### config.mk
export PLATFORM = sky130hd
export DESIGN_NAME = first_fit_heap_allocator
export DESIGN_NICKNAME = d
export VERILOG_FILES = /design/src/ffha_pkg.sv /design/src/ffha_store.sv /design/src/ffha_div.sv /design/src/ffha_ctrl.sv /design/src/first_fit_heap_allocator.sv
export SDC_FILE = /design/constraint.sdc
export NUM_CORES = 2
export LEC_CHECK = 0
export ABC_AREA = 1
export BUFFER_PORTS_ARGS = -buffer_cell sky130_fd_sc_hd__buf_2
export CORE_MARGIN = 2
export CORE_UTILIZATION = 40
export DETAILED_ROUTE_END_ITERATION = 16
export SLEW_MARGIN = 20
export SYNTH_ARGS = -nofsm -noshare
export SYNTH_HDL_FRONTEND = slang
export SYNTH_SLANG_ARGS = --single-unit
### constraint.sdc
create_clock -name i_clk -period 14.8 [get_ports i_clk]
set_clock_uncertainty 0.05 [all_clocks]
set_input_delay 0.74 -clock i_clk [delete_from_list [all_inputs] [get_ports i_clk]]
set_output_delay 0.74 -clock i_clk [all_outputs]
set_load 0.02 [all_outputs]
### src/ffha_pkg.sv
package ffha_pkg;

    localparam int HeapBytes    = 4096;
    localparam int GranuleBytes = 16;
    localparam int HeaderBytes  = 16;
    localparam int NumGranules  = HeapBytes / GranuleBytes;
    localparam int HdrGranules  = (HeaderBytes + GranuleBytes - 1) / GranuleBytes;

    typedef enum logic [1:0] {
        REQ_ALLOC = 2'd0,
        REQ_FREE  = 2'd1,
        REQ_QUERY = 2'd2,
        REQ_NONE  = 2'd3
    } t_req_type;

    typedef enum logic [2:0] {
        ST_OK       = 3'd0,
        ST_ZERO     = 3'd1,
        ST_NOMEM    = 3'd2,
        ST_BADPTR   = 3'd3,
        ST_DBLFREE  = 3'd4
    } t_status;

    typedef struct packed {
        logic [1:0]  req_type;
        logic [15:0] request_size;
        logic [11:0] user_address;
    } t_req;

    typedef struct packed {
        logic [2:0]  status;
        logic [11:0] granted_address;
        logic [12:0] free_bytes;
        logic [12:0] largest_free_bytes;
        logic [8:0]  free_block_count;
        logic [8:0]  used_block_count;
        logic [15:0] fragmentation;
    } t_result;

    // header word: used mark and block size in granules
    typedef struct packed {
        logic       used;
        logic [8:0] len;
    } t_entry;

    typedef struct packed {
        logic [7:0] rd_addr;
        logic       wr_en;
        logic [7:0] wr_addr;
        t_entry     wr_data;
        logic       st_set;
        logic       st_clr;
        logic [7:0] st_addr;
        logic [7:0] st_rd_addr;
    } t_mem_req;

    typedef enum logic [3:0] {
        S_IDLE,
        S_A_RD,
        S_A_CHK,
        S_A_WR,
        S_F_RD,
        S_F_CHK,
        S_M_RD,
        S_M_CHK,
        S_M_NRD,
        S_M_NCHK,
        S_M_WR,
        S_S_RD,
        S_S_CHK,
        S_DIV,
        S_DONE
    } t_state;

    // block size made safe for the walk: zero reads as one, clipped at heap end
    function automatic logic [8:0] f_walk_len(input logic [8:0] raw, input logic [8:0] idx);
        logic [9:0] n;
        logic [9:0] rem;
        n   = (raw == 9'd0) ? 10'd1 : {1'b0, raw};
        rem = 10'(NumGranules) - {1'b0, idx};
        return (n > rem) ? rem[8:0] : n[8:0];
    endfunction

endpackage

### src/ffha_store.sv
module ffha_store import ffha_pkg::*; (
    input  logic     i_clk,
    input  logic     i_rst_n,
    input  t_mem_req i_req,
    output t_entry   o_rd,
    output logic     o_start
);

    t_entry       r_mem [NumGranules];
    t_entry       r_rd;
    logic         r_rd_e0;
    logic         r_e0_wr;
    logic [255:0] r_start;
    logic         r_start_rd;

    always_ff @(posedge i_clk) begin
        if (i_req.wr_en) begin
            r_mem[i_req.wr_addr] <= i_req.wr_data;
        end
        r_rd <= r_mem[i_req.rd_addr];
    end

    // entry 0 reads as the whole heap until first written
    always_ff @(posedge i_clk) begin
        if (!i_rst_n) begin
            r_e0_wr    <= 1'b0;
            r_rd_e0    <= 1'b0;
            r_start    <= 256'd1;
            r_start_rd <= 1'b0;
        end else begin
            r_rd_e0    <= (i_req.rd_addr == 8'd0) && !r_e0_wr;
            r_start_rd <= r_start[i_req.st_rd_addr];
            if (i_req.wr_en && i_req.wr_addr == 8'd0) begin
                r_e0_wr <= 1'b1;
            end
            if (i_req.st_set) begin
                r_start[i_req.st_addr] <= 1'b1;
            end
            if (i_req.st_clr) begin
                r_start[i_req.st_addr] <= 1'b0;
            end
        end
    end

    assign o_rd    = r_rd_e0 ? t_entry'{used: 1'b0, len: 9'(NumGranules)} : r_rd;
    assign o_start = r_start_rd;

endmodule

### src/ffha_div.sv
module ffha_div import ffha_pkg::*; (
    input  logic        i_clk,
    input  logic        i_rst_n,
    input  logic        i_start,
    input  logic [8:0]  i_num,
    input  logic [8:0]  i_den,
    output logic        o_done,
    output logic [15:0] o_quot
);

    // restoring division, one quotient bit a cycle; i_num < i_den
    logic        r_busy;
    logic [4:0]  r_cnt;
    logic [9:0]  r_rem;
    logic [15:0] r_quot;
    logic [8:0]  r_den;
    logic [9:0]  w_shift;

    assign w_shift = {r_rem[8:0], 1'b0};

    always_ff @(posedge i_clk) begin
        if (!i_rst_n) begin
            r_busy <= 1'b0;
            r_cnt  <= 5'd0;
        end else if (i_start) begin
            r_busy <= 1'b1;
            r_cnt  <= 5'd16;
        end else if (r_busy) begin
            if (r_cnt == 5'd0) begin
                r_busy <= 1'b0;
            end else begin
                r_cnt <= r_cnt - 5'd1;
            end
        end
    end

    always_ff @(posedge i_clk) begin
        if (i_start) begin
            r_rem  <= {1'b0, i_num};
            r_quot <= 16'd0;
            r_den  <= i_den;
        end else if (r_busy && r_cnt != 5'd0) begin
            if (w_shift >= {1'b0, r_den}) begin
                r_rem  <= w_shift - {1'b0, r_den};
                r_quot <= {r_quot[14:0], 1'b1};
            end else begin
                r_rem  <= w_shift;
                r_quot <= {r_quot[14:0], 1'b0};
            end
        end
    end

    assign o_done = r_busy && (r_cnt == 5'd0);
    assign o_quot = r_quot;

endmodule

### src/ffha_ctrl.sv
module ffha_ctrl import ffha_pkg::*; (
    input  logic     i_clk,
    input  logic     i_rst_n,
    input  logic     i_start,
    input  t_req     i_req,
    input  t_entry   i_rd,
    input  logic     i_start_bit,
    input  logic     i_div_done,
    input  logic [15:0] i_div_quot,
    output t_mem_req o_mem,
    output logic     o_div_start,
    output logic [8:0] o_div_num,
    output logic [8:0] o_div_den,
    output logic     o_busy,
    output logic     o_strobe,
    output t_result  o_result
);

    t_state      r_state, n_state;
    logic [8:0]  r_idx, n_idx;
    logic [8:0]  r_nxt, n_nxt;
    logic [12:0] r_need, n_need;
    logic [8:0]  r_acc, n_acc;
    logic        r_merged, n_merged;
    logic [8:0]  r_keep, n_keep;
    logic [8:0]  r_fr, n_fr;
    logic [8:0]  r_big, n_big;
    logic [8:0]  r_nfree, n_nfree;
    logic [8:0]  r_nused, n_nused;
    t_result     r_res, n_res;

    logic        w_accept;
    logic [8:0]  w_len;
    logic [8:0]  w_nlen;
    logic [11:0] w_off;
    logic [16:0] w_need_sum;
    logic        w_fits;
    logic        w_split;
    logic        w_ptr_bad;

    assign w_accept   = i_start && (r_state == S_IDLE);
    assign w_len      = f_walk_len(i_rd.len, r_idx);
    assign w_nlen     = f_walk_len(i_rd.len, r_nxt);
    assign w_off      = i_req.user_address - 12'(HeaderBytes);
    assign w_need_sum = {1'b0, i_req.request_size} + 17'(HeaderBytes + GranuleBytes - 1);
    assign w_fits     = !i_rd.used && ({4'd0, w_len} >= r_need);
    assign w_split    = {4'd0, w_len} >= (r_need + 13'(HdrGranules));
    // range and alignment only; the block-start mark is checked afterwards, in S_F_RD
    assign w_ptr_bad  = (i_req.user_address < 12'(HeaderBytes)) || (w_off[3:0] != 4'd0);

    // next state
    always_comb begin
        n_state = r_state;
        case (r_state)
            S_IDLE: begin
                if (w_accept) begin
                    case (t_req_type'(i_req.req_type))
                        REQ_ALLOC: n_state = (i_req.request_size == 16'd0) ? S_DONE : S_A_RD;
                        REQ_FREE:  n_state = w_ptr_bad ? S_DONE : S_F_RD;
                        REQ_QUERY: n_state = S_M_RD;
                        default:   n_state = S_DONE;
                    endcase
                end
            end
            S_A_RD:   n_state = r_idx[8] ? S_DONE : S_A_CHK;
            S_A_CHK:  n_state = w_fits ? S_A_WR : S_A_RD;
            S_A_WR:   n_state = S_DONE;
            S_F_RD:   n_state = i_start_bit ? S_F_CHK : S_DONE;
            S_F_CHK:  n_state = S_DONE;
            S_M_RD:   n_state = r_idx[8] ? S_S_RD : S_M_CHK;
            S_M_CHK:  n_state = i_rd.used ? S_M_RD : S_M_NRD;
            S_M_NRD: begin
                if (r_nxt[8]) begin
                    n_state = r_merged ? S_M_WR : S_M_RD;
                end else begin
                    n_state = S_M_NCHK;
                end
            end
            S_M_NCHK: begin
                if (i_rd.used) begin
                    n_state = r_merged ? S_M_WR : S_M_RD;
                end else begin
                    n_state = S_M_NRD;
                end
            end
            S_M_WR:   n_state = S_M_RD;
            S_S_RD:   n_state = r_idx[8] ? S_DIV : S_S_CHK;
            S_S_CHK:  n_state = S_S_RD;
            S_DIV:    n_state = i_div_done ? S_DONE : S_DIV;
            S_DONE:   n_state = S_IDLE;
            default:  n_state = S_IDLE;
        endcase
    end

    // memory and divider controls
    always_comb begin
        o_mem            = '0;
        o_mem.st_rd_addr = w_off[11:4];
        o_mem.rd_addr    = r_idx[7:0];
        o_div_start      = 1'b0;
        case (r_state)
            S_M_NRD: o_mem.rd_addr = r_nxt[7:0];
            S_A_CHK: begin
                if (w_fits && w_split) begin
                    o_mem.wr_en   = 1'b1;
                    o_mem.wr_addr = 8'(r_idx + r_need[8:0]);
                    o_mem.wr_data = t_entry'{used: 1'b0, len: w_len - r_need[8:0]};
                    o_mem.st_set  = 1'b1;
                    o_mem.st_addr = 8'(r_idx + r_need[8:0]);
                end
            end
            S_A_WR: begin
                o_mem.wr_en   = 1'b1;
                o_mem.wr_addr = r_idx[7:0];
                o_mem.wr_data = t_entry'{used: 1'b1, len: r_keep};
            end
            S_F_CHK: begin
                o_mem.wr_en   = i_rd.used;
                o_mem.wr_addr = r_idx[7:0];
                o_mem.wr_data = t_entry'{used: 1'b0, len: i_rd.len};
            end
            S_M_NCHK: begin
                o_mem.st_clr  = !i_rd.used;
                o_mem.st_addr = r_nxt[7:0];
            end
            S_M_WR: begin
                o_mem.wr_en   = 1'b1;
                o_mem.wr_addr = r_idx[7:0];
                o_mem.wr_data = t_entry'{used: 1'b0, len: r_acc};
            end
            S_S_RD:  o_div_start = r_idx[8];
            default: ;
        endcase
    end

    // datapath
    always_comb begin
        n_idx    = r_idx;
        n_nxt    = r_nxt;
        n_need   = r_need;
        n_acc    = r_acc;
        n_merged = r_merged;
        n_keep   = r_keep;
        n_fr     = r_fr;
        n_big    = r_big;
        n_nfree  = r_nfree;
        n_nused  = r_nused;
        n_res    = r_res;
        case (r_state)
            S_IDLE: begin
                if (w_accept) begin
                    n_res  = '0;
                    n_idx  = 9'd0;
                    n_need = w_need_sum[16:4];
                    case (t_req_type'(i_req.req_type))
                        REQ_ALLOC: begin
                            if (i_req.request_size == 16'd0) begin
                                n_res.status = ST_ZERO;
                            end
                        end
                        REQ_FREE: begin
                            if (w_ptr_bad) begin
                                n_res.status = ST_BADPTR;
                            end
                            n_idx = {1'b0, w_off[11:4]};
                        end
                        default: ;
                    endcase
                end
            end
            S_A_RD: begin
                if (r_idx[8]) begin
                    n_res.status = ST_NOMEM;
                end
            end
            S_A_CHK: begin
                if (w_fits) begin
                    n_keep = w_split ? r_need[8:0] : i_rd.len;
                    n_res.granted_address = {r_idx[7:0], 4'd0} + 12'(HeaderBytes);
                end else begin
                    n_idx = r_idx + w_len;
                end
            end
            S_F_RD: begin
                if (!i_start_bit) begin
                    n_res.status = ST_BADPTR;
                end
            end
            S_F_CHK: begin
                if (!i_rd.used) begin
                    n_res.status = ST_DBLFREE;
                end
            end
            S_M_RD: begin
                if (r_idx[8]) begin
                    n_idx   = 9'd0;
                    n_fr    = 9'd0;
                    n_big   = 9'd0;
                    n_nfree = 9'd0;
                    n_nused = 9'd0;
                end
            end
            S_M_CHK: begin
                if (i_rd.used) begin
                    n_idx = r_idx + w_len;
                end else begin
                    n_acc    = w_len;
                    n_merged = 1'b0;
                    n_nxt    = r_idx + w_len;
                end
            end
            S_M_NRD: begin
                if (r_nxt[8] && !r_merged) begin
                    n_idx = r_nxt;
                end
            end
            S_M_NCHK: begin
                if (i_rd.used) begin
                    if (!r_merged) begin
                        n_idx = r_nxt;
                    end
                end else begin
                    n_acc    = r_acc + w_nlen;
                    n_nxt    = r_nxt + w_nlen;
                    n_merged = 1'b1;
                end
            end
            S_M_WR: n_idx = r_nxt;
            S_S_CHK: begin
                if (i_rd.used) begin
                    n_nused = r_nused + 9'd1;
                end else begin
                    n_nfree = r_nfree + 9'd1;
                    n_fr    = r_fr + w_len;
                    if (w_len > r_big) begin
                        n_big = w_len;
                    end
                end
                n_idx = r_idx + w_len;
            end
            S_DIV: begin
                if (i_div_done) begin
                    n_res.free_bytes         = {r_fr, 4'd0};
                    n_res.largest_free_bytes = {r_big, 4'd0};
                    n_res.free_block_count   = r_nfree;
                    n_res.used_block_count   = r_nused;
                    n_res.fragmentation      = (r_fr == 9'd0) ? 16'd0 : i_div_quot;
                end
            end
            default: ;
        endcase
    end

    always_ff @(posedge i_clk) begin
        if (!i_rst_n) begin
            r_state <= S_IDLE;
        end else begin
            r_state <= n_state;
        end
    end

    always_ff @(posedge i_clk) begin
        r_idx    <= n_idx;
        r_nxt    <= n_nxt;
        r_need   <= n_need;
        r_acc    <= n_acc;
        r_merged <= n_merged;
        r_keep   <= n_keep;
        r_fr     <= n_fr;
        r_big    <= n_big;
        r_nfree  <= n_nfree;
        r_nused  <= n_nused;
        r_res    <= n_res;
    end

    assign o_div_num = r_fr - r_big;
    assign o_div_den = r_fr;
    assign o_busy    = (r_state != S_IDLE);
    assign o_strobe  = (r_state == S_DONE);
    assign o_result  = r_res;

endmodule

### src/first_fit_heap_allocator.sv
// First-fit allocator over a 4096-byte heap of 16-byte granules with 16-byte
// in-band headers. A request is taken when start is high and busy is low; its
// result shows on o_result for exactly one cycle with o_strobe high, and must
// be captured then, since the receiver cannot hold it off. busy stays high from
// the transfer through the strobe cycle. Run time is set by the header walk,
// one registered memory read per block: allocate reads and checks each block
// visited, then writes the granted header; free reads the block-start mark,
// then checks and clears the used mark; a query walks the list twice (merge
// pass, then statistics pass) and then runs a serial division.
// Zero-size requests, misaligned or out-of-range pointers and the unused
// request code go straight to the result; a pointer that is not a block start
// ends once its mark is read. No clearing pass is needed after reset.
module first_fit_heap_allocator import ffha_pkg::*; (
    input  logic    i_clk,
    input  logic    i_rst_n,
    input  logic    start,
    input  t_req    i_req,
    output logic    busy,
    output logic    o_strobe,
    output t_result o_result
);

    t_mem_req    w_mem;
    t_entry      w_rd;
    logic        w_start_bit;
    logic        w_div_start;
    logic        w_div_done;
    logic [15:0] w_div_quot;
    logic [8:0]  w_div_num;
    logic [8:0]  w_div_den;

    // header store: size/used words in RAM, block-start marks in flops
    ffha_store u_store (
        .i_clk   (i_clk),
        .i_rst_n (i_rst_n),
        .i_req   (w_mem),
        .o_rd    (w_rd),
        .o_start (w_start_bit)
    );

    // Q0.16 fragmentation, computed in granules (byte scale cancels)
    ffha_div u_div (
        .i_clk   (i_clk),
        .i_rst_n (i_rst_n),
        .i_start (w_div_start),
        .i_num   (w_div_num),
        .i_den   (w_div_den),
        .o_done  (w_div_done),
        .o_quot  (w_div_quot)
    );

    // walk sequencer: allocate, free, merge and statistics passes
    ffha_ctrl u_ctrl (
        .i_clk       (i_clk),
        .i_rst_n     (i_rst_n),
        .i_start     (start),
        .i_req       (i_req),
        .i_rd        (w_rd),
        .i_start_bit (w_start_bit),
        .i_div_done  (w_div_done),
        .i_div_quot  (w_div_quot),
        .o_mem       (w_mem),
        .o_div_start (w_div_start),
        .o_div_num   (w_div_num),
        .o_div_den   (w_div_den),
        .o_busy      (busy),
        .o_strobe    (o_strobe),
        .o_result    (o_result)
    );

    // a result only comes while a transfer is in flight
    a_strobe_after_busy: assert property (@(posedge i_clk) disable iff (!i_rst_n)
        o_strobe |-> busy)
        else $error("strobe without pending transfer");

    // a granted address only comes with ok status
    a_grant_ok: assert property (@(posedge i_clk) disable iff (!i_rst_n)
        (o_strobe && o_result.granted_address != 12'd0) |-> (o_result.status == ST_OK))
        else $error("grant with error status");

    // largest free block never exceeds the free total
    a_largest_le_free: assert property (@(posedge i_clk) disable iff (!i_rst_n)
        o_strobe |-> (o_result.largest_free_bytes <= o_result.free_bytes))
        else $error("largest free exceeds free total");

endmodule

# Yosys cells after proc, flatten, opt, wreduce, memory -nomap -nowiden
# Memory sizes are Yosys's and may differ from the RTL's. A register that Yosys moved wholly into a read port is not among the register bits.
# Index checks and enable logic that the tools add are counted.
# W data, S select, Z words.
[op_classes] reduce_logical=47 n_eq_ne=34 n_bitwise=5 n_lt_le_gt_ge=10 mux=88 add_sub_neg=17
[ops] op="$mux W256" n=3
[ops] op="$and A256 B256 Y256" n=1
[ops] op="$not A256 Y256" n=1
[ops] op="$or A256 B256 Y256" n=1
[ops] op="$mux W9" n=23
[ops] op="$pmux W60 S2" n=1
[ops] op="$pmux W9 S2" n=6
[ops] op="$pmux W19 S4" n=1
[ops] op="$mux W75" n=1
[ops] op="$pmux W9 S8" n=1
[ops] op="$mux W60" n=1
[ops] op="$pmux W4 S13" n=1
[ops] op="$mux W4" n=10
[ops] op="$add A9 B9 Y9" n=4
[ops] op="$mux W8" n=4
[ops] op="$eq A4 B4 Y1 const B" n=7
[ops] op="$sub A9 B9 Y9" n=3
[ops] op="$ge A9 B13 Y1" n=2
[ops] op="$pmux W12 S2" n=1
[ops] op="$ne A2 B1 Y1 const B" n=11
[ops] op="$gt A10 B10 Y1" n=2
[ops] op="$mux W20" n=1
[ops] op="$sub A9 B9 Y10 const A" n=2
[ops] op="$add A9 B1 Y9 const B" n=2
[ops] op="other kinds (52)" n=111
[totals] regBits=464 n_memories=1 elab_cells=231 out_inout_bits=77 ram_bits=2560
[mem_list] memory="u_store.r_mem" words=256 width=10 read_ports=1 rd_ports_with_merged_regs=1 write_ports=1 line="ffha_store.sv:9" source="t_entry r_mem [NumGranules];"

# Logic depth before layout (Yosys ltp)
[depth] ltp_word=19 depth_mapped=35

# Cells and area by module
# A second synthesis with hierarchy kept.
[unflattened] cells_unflattened=11971 hier_area_um2=129376.6
[by_module_without_submodules] module="ffha_store" cells_per_inst=10343 instances=1 area_each_um2=115918.7 seq_area_each_um2=82258.9
[by_module_without_submodules] module="ffha_ctrl" cells_per_inst=1365 instances=1 area_each_um2=11357.1 seq_area_each_um2=4554.4
[by_module_without_submodules] module="ffha_div" cells_per_inst=263 instances=1 area_each_um2=2100.8 seq_area_each_um2=980.9

# Worst setup path after synthesis
# Ideal clock, no wire load.
[synth_timing] kind="register to register" from="register u_ctrl.r_idx[1]" to="memory u_store.r_mem[0][8] (netlist bit) (data pin)" arrival_time_ns=11.329 path_buffers=3 setup_time_ns=1.578 path_stages_with_launch=23 setup_slack_ns=1.844 t_required_ns=13.172 synth_period_minus_slack_ns=12.956 path_cell_list="edfxtp_1 -> inv_1 -> ha_1 -> nand3_1 -> nor3_1 -> nand3_1 -> xor2_1 -> ha_1 -> nand4_1 -> nor2_1 -> a21oi_1 -> nand2_1 -> clkbuf_1 -> o21ai_0 -> ha_1 -> inv_1 -> nor3_1 -> nand3_1 -> a31oi_4 -> buf_4 -> nand2_1 -> clkbuf_1 -> o2111ai_1"
[synth_rtl] element="start, declared" line="ffha_ctrl.sv:20" source="logic [8:0] r_idx, n_idx;"
[synth_rtl] element="start signal, assigned" line="ffha_ctrl.sv:263" source="r_idx <= n_idx;"
[synth_rtl] element="end, declared" line="ffha_store.sv:9"

# Worst setup path after layout
[layout_timing] from="register u_ctrl.r_idx[0]" to="memory u_store.r_mem[158][7] (netlist bit), enable pin"
[layout_between] elab_chain_cells=10 word_cells_on_any_way=12 cone_classes="add/sub (2); order compare (3); mux (5); reduce/logical (2)"
[layout_lines] element="$sub A9 B9 Y10 (*)" line="ffha_pkg.sv:80" source="rem = 10'(NumGranules) - {1'b0, idx};"
[layout_lines] element="$gt A10 B10 Y1" line="ffha_pkg.sv:81" source="return (n > rem) ? rem[8:0] : n[8:0];"
[layout_lines] element="$mux W9 (*)" line="ffha_pkg.sv:81"
[layout_lines] element="via u_ctrl.w_len[8]" line="ffha_ctrl.sv:33" source="logic [8:0] w_len;"
[layout_lines] element="$ge A9 B13 Y1" line="ffha_ctrl.sv:46" source="assign w_fits = !i_rd.used && ({4'd0, w_len} >= r_need);"
[layout_lines] element="$logic_and A1 B1 Y1" line="ffha_ctrl.sv:46"
[layout_lines] element="$logic_and A1 B1 Y1 (*)" line="ffha_ctrl.sv:104" source="if (w_fits && w_split) begin"
[layout_lines] element="$mux W20 (*)" line="ffha_ctrl.sv:104"
[layout_lines] element="$pmux W19 S4 (*)" line="ffha_ctrl.sv:101" source="case (r_state)"
[layout_lines] element="$mux W1" line="ffha_store.sv:17" source="if (i_req.wr_en) begin"
[layout_lines] element="$mux W1 (not written as such)" line="ffha_store.sv:18" source="r_mem[i_req.wr_addr] <= i_req.wr_data;"
# Mark *: on every way through the listed nets, which the timed path passes. The rest lies on a longest branch.

==> metrics.json <==
{
  "outcome": {"value": "finished, final reports clean"},
  "cp-startpoint": {"value": "u_ctrl.r_idx[0]$_DFFE_PP_"},
  "total_of_endpoints_with_negative_setup_slack_in_the_final_report": {"value": 0},
  "period_minus_slack": {"value": 8760, "unit": "ps"},
  "fp.coreArea": {"value": 323000, "unit": "um^2"},
  "worstPathArrival": {"value": 9200, "unit": "ps"},
  "synth_area": {"value": 130000, "unit": "um^2"},
  "area_delta_synth_final": {"value": 11.1, "unit": "%"},
  "htreeDepth": {"value": 5},
  "worstHoldPathType": {"value": "input port to flip-flop"},
  "postSynthCellCount": {"value": 11476},
  "slew_violations": {"value": 0},
  "critPathMaxFanout": {"value": 22},
  "antenna_left": {"value": 0},
  "grt_first_pass_wirelength": {"value": 576000, "unit": "um"},
  "most_frequently_used_cell_type_in_the_post_synthesis_netlist": {"value": "sky130_fd_sc_hd__edfxtp_1"},
  "synth_xor_area_share": {"value": 0.473, "unit": "%"},
  "slew_headroom": {"value": 21.4, "unit": "%"},
  "post_cts.repair.setup_buffers": {"value": 0},
  "synth_top_family_by_area": {"value": "compound AO/OA/AOI/OAI gates"},
  "worst_hold_path.num_cells": {"value": 2},
  "worst_pin_slew": {"value": 1180, "unit": "ps"},
  "fin_area": {"value": 144000, "unit": "um^2"},
  "clock-root-buffer": {"value": "sky130_fd_sc_hd__clkbuf_16"},
  "yosysWarningCount": {"value": 0},
  "dp_hpwl": {"value": 226000, "unit": "um"},
  "area_of_the_die": {"value": 329000, "unit": "um^2"},
  "drive_above_1_share": {"value": 7.17, "unit": "%"},
  "initial_core_util": {"value": 40.1, "unit": "%"},
  "synth_enable_flop_cells": {"value": 2727},
  "yosys.area_share.adder": {"value": 1.19, "unit": "%"},
  "critical_path_start_type": {"value": "flip-flop"},
  "synth-simple-area-share": {"value": 11.9, "unit": "%"},
  "floorplan.die.width": {"value": 573, "unit": "um"},
  "dp_worst_setup_slack": {"value": 6180, "unit": "ps"},
  "cts_hold_buf": {"value": 0},
  "grt.overflow.total": {"value": 0},
  "number_of_gates_resized_after_cts": {"value": 0},
  "final_weighted_congestion_of_routability_driven_global_placement": {"value": 0.919},
  "final.fill_count": {"value": 29423},
  "vias_per_cell": {"value": 5.82},
  "grt_antenna_before_repair": {"value": 5},
  "p_per_area": {"value": 212, "unit": "nW/um^2"},
  "drt-initial-drc-count": {"value": 12019},
  "clkSlewWorstSetupHoldPaths": {"value": 70, "unit": "ps"},
  "drc_violations_left": {"value": 0},
  "finalHoldViolations": {"value": 0},
  "power_leakage": {"value": 47.1, "unit": "nW"},
  "finalWirelength": {"value": 392000, "unit": "um"},
  "tritoncts": {"value": "built"},
  "end_kind": {"value": "flip-flop"},
  "final_core_util": {"value": 44.6, "unit": "%"},
  "grt_setup_unrepaired": {"value": "no"},
  "netlist_top_cells_area": {"value": "sky130_fd_sc_hd__edfxtp_1, sky130_fd_sc_hd__o21ai_0, sky130_fd_sc_hd__dfxtp_1"},
  "floorplan.rows": {"value": 209},
  "drt_first_pass_iters": {"value": 6},
  "max_clock_freq": {"value": 114, "unit": "MHz"},
  "grt_start_max_net_pins": {"value": 222},
  "first_global_vias": {"value": 88031},
  "grtUsageTotal": {"value": 23.0, "unit": "%"},
  "cts_buffers": {"value": 315},
  "synth_top_flop_cell": {"value": "sky130_fd_sc_hd__edfxtp_1"},
  "final.period_utilization": {"value": 59.2, "unit": "%"},
  "worst-r2r-setup-slack": {"value": 6040, "unit": "ps"},
  "mux_contribution_to_synthesized_area": {"value": 0, "unit": "%"},
  "reg2reg_depth": {"value": 26},
  "ir_drop": {"value": 0.195, "unit": "mV"},
  "cts.sink_count": {"value": 3022},
  "io_buffer_count": {"value": 97},
  "regToRegStartpoint": {"value": "u_ctrl.r_idx[0]$_DFFE_PP_"},
  "synth_largest_area_cell": {"value": "sky130_fd_sc_hd__edfxtp_1"},
  "postLayoutSetupSlackWorst": {"value": 6040, "unit": "ps"},
  "routed-via-count": {"value": 91806},
  "asyncSetResetFlopFracSynth": {"value": 0, "unit": "%"},
  "clk_path_buf_depth": {"value": 4},
  "design.final.nets": {"value": 11356},
  "ys_ff_latch": {"value": 3022},
  "mean_routed_wirelength_per_cell": {"value": 24.9, "unit": "um"},
  "worstSetupPathType": {"value": "flip-flop to flip-flop"},
  "worst_hold_startpoint": {"value": "i_req[21]"},
  "hold_end": {"value": "u_ctrl.r_need[5]$_DFFE_PP_"},
  "clk-insertion-delay-late": {"value": 940, "unit": "ps"},
  "ios": {"value": 110},
  "setup_total_negative_slack": {"value": 0, "unit": "ps"},
  "synth_compound_gate_area_share": {"value": 14.2, "unit": "%"},
  "endpoint_of_the_worst_slack_reg_to_reg_timing_path": {"value": "u_store.r_mem[158][7]$_DFFE_PP_"},
  "die_height": {"value": 573, "unit": "um"},
  "netlist-cell-type-count": {"value": 58},
  "cp_data_required_time": {"value": 15240, "unit": "ps"},
  "cap_viol_max_count": {"value": 0},
  "netlist.area_leader.share": {"value": 63.1, "unit": "%"},
  "post_dp_cell_area": {"value": 134000, "unit": "um^2"},
  "holdWs": {"value": 107, "unit": "ps"},
  "synthTopCellsByCount": {"value": "sky130_fd_sc_hd__edfxtp_1, sky130_fd_sc_hd__nor2_1, sky130_fd_sc_hd__o21ai_0, sky130_fd_sc_hd__nand3_1, sky130_fd_sc_hd__nand2_1"},
  "ys_seq_area_share": {"value": 67.7, "unit": "%"},
  "synth_area_per_cell": {"value": 11.3, "unit": "um^2"}
}
sequential cells by signal, summed over array words and instances (netlist names), 9 cells and up:
name	flops
u_div.o_quot	16
u_ctrl.r_nused	9
u_ctrl.o_result	63
u_store.r_rd	10
u_ctrl.r_need	13
u_store.r_mem	2560
u_ctrl.r_idx	9
u_div.r_rem	9
u_ctrl.r_nxt	9
u_ctrl.o_div_den	9
u_ctrl.r_keep	9
u_ctrl.r_nfree	9
u_ctrl.r_acc	9
u_div.r_den	9
u_store.r_start	256
u_ctrl.r_big	9
where the power goes:
group          total [mW]  switching, mW  internal [mW]
sequential           9.95          0.114           9.83
combinational        12.7           9.39           3.33
clock                7.92           3.35           4.57
per-stage QoR:
step | power, mW | std cells
after global placement | 22.6 | 15211
final | 30.6 | 15781
after global routing | 32.0 | 15779
after floorplan | 18.2 | 11487
after detailed placement | 22.6 | 15211
after CTS | 30.5 | 15777
worst max-delay path, cell delays in order (launching register included):
cell	delay, ps
sky130_fd_sc_hd__edfxtp_1	590
sky130_fd_sc_hd__inv_1	200
sky130_fd_sc_hd__ha_1	210
sky130_fd_sc_hd__nand3_1	130
sky130_fd_sc_hd__nor3_1	290
sky130_fd_sc_hd__nand3_1	130
sky130_fd_sc_hd__xor2_1	190
sky130_fd_sc_hd__ha_1	330
sky130_fd_sc_hd__nand4_1	100
sky130_fd_sc_hd__nor2_1	140
sky130_fd_sc_hd__a21oi_1	90
sky130_fd_sc_hd__nand2_1	400
sky130_fd_sc_hd__inv_1	150
sky130_fd_sc_hd__o21ai_0	600
sky130_fd_sc_hd__inv_1	240
sky130_fd_sc_hd__ha_1	460
sky130_fd_sc_hd__nand2_1	80
sky130_fd_sc_hd__nor2_1	100
sky130_fd_sc_hd__nand3_1	130
sky130_fd_sc_hd__a31oi_4	200
sky130_fd_sc_hd__buf_4	350
sky130_fd_sc_hd__nand3_1	190
sky130_fd_sc_hd__o21ai_1	440
sky130_fd_sc_hd__inv_1	160
sky130_fd_sc_hd__nor2_2	340
sky130_fd_sc_hd__nand3_1	900
sky130_fd_sc_hd__nor2_1	1100
cell type report:
cell class	instances	area, um^2	share of cell area, %
antenna	3	7.51	0.00521
sequential	3022	87800	60.9
multi-input combinational	6968	36400	25.2
inverter	636	2410	1.68
tap	4325	5410	3.75
clock buffer	406	8570	5.95
clock inverter	160	1600	1.11
timing repair buffer	261	1940	1.35
worst max path at each step:
stage,end,slack [ps],cells past startpoint
6_report,u_store.r_mem[158][7]$_DFFE_PP_,6040,26
5_1_grt,u_store.r_mem[158][7]$_DFFE_PP_,5410,26
4_1_cts,u_store.r_mem[158][7]$_DFFE_PP_,6120,26
3_3_place_gp,u_store.r_mem[10][2]$_DFFE_PP_,6110,24
2_1_floorplan,u_store.r_mem[0][8]$_DFFE_PP_,1840,22
3_5_place_dp,u_store.r_mem[158][1]$_DFFE_PP_,6180,26
per-layer routing:
metal | track usage (%) | vias to the layer above | share of wire [%]
met3 | 4.03 | 680 | 9.0
li1 | - | 40995 | -
met2 | 36.3 | 4637 | 46
met5 | 0 | - | 0.0059
met4 | 7.93 | 4 | 3.5
met1 | 31.9 | 45490 | 41
placed cells by master (no fill, tap or decap), drive strengths merged, types with 8 or more instances in the layout:
master / instances
o21ai: 1515
dfxtp: 295
ha: 111
fa: 8
conb: 12
nand2: 971
o2111ai: 11
a21oi: 390
xor2: 54
clkinvlp: 14
edfxtp: 2727
nand3: 1058
o221ai: 107
clkbuf: 407
nand4: 23
buf: 260
inv: 643
nor3: 29
o31ai: 9
clkinv: 112
o22ai: 279
bufinv: 27
nor4: 12
nor2: 1551
o211ai: 447
xnor2: 16
o21bai: 319
logic make-up (layout without fill, tap and decap cells):
| logic type | count (synthesis) | in the layout |
|---|---|---|
| buffers and inverters | 1497 | 1463 |
| other | 1 | 15 |
| xor gates and xnor gates | 70 | 70 |
| DFF | 3022 | 3022 |
| and+or+nand+nor | 3657 | 3657 |
| AOI/OAI and AO/OA | 3110 | 3110 |
| adders and majority gates | 119 | 119 |
No activity file was read; power rests on OpenSTA's default activity.
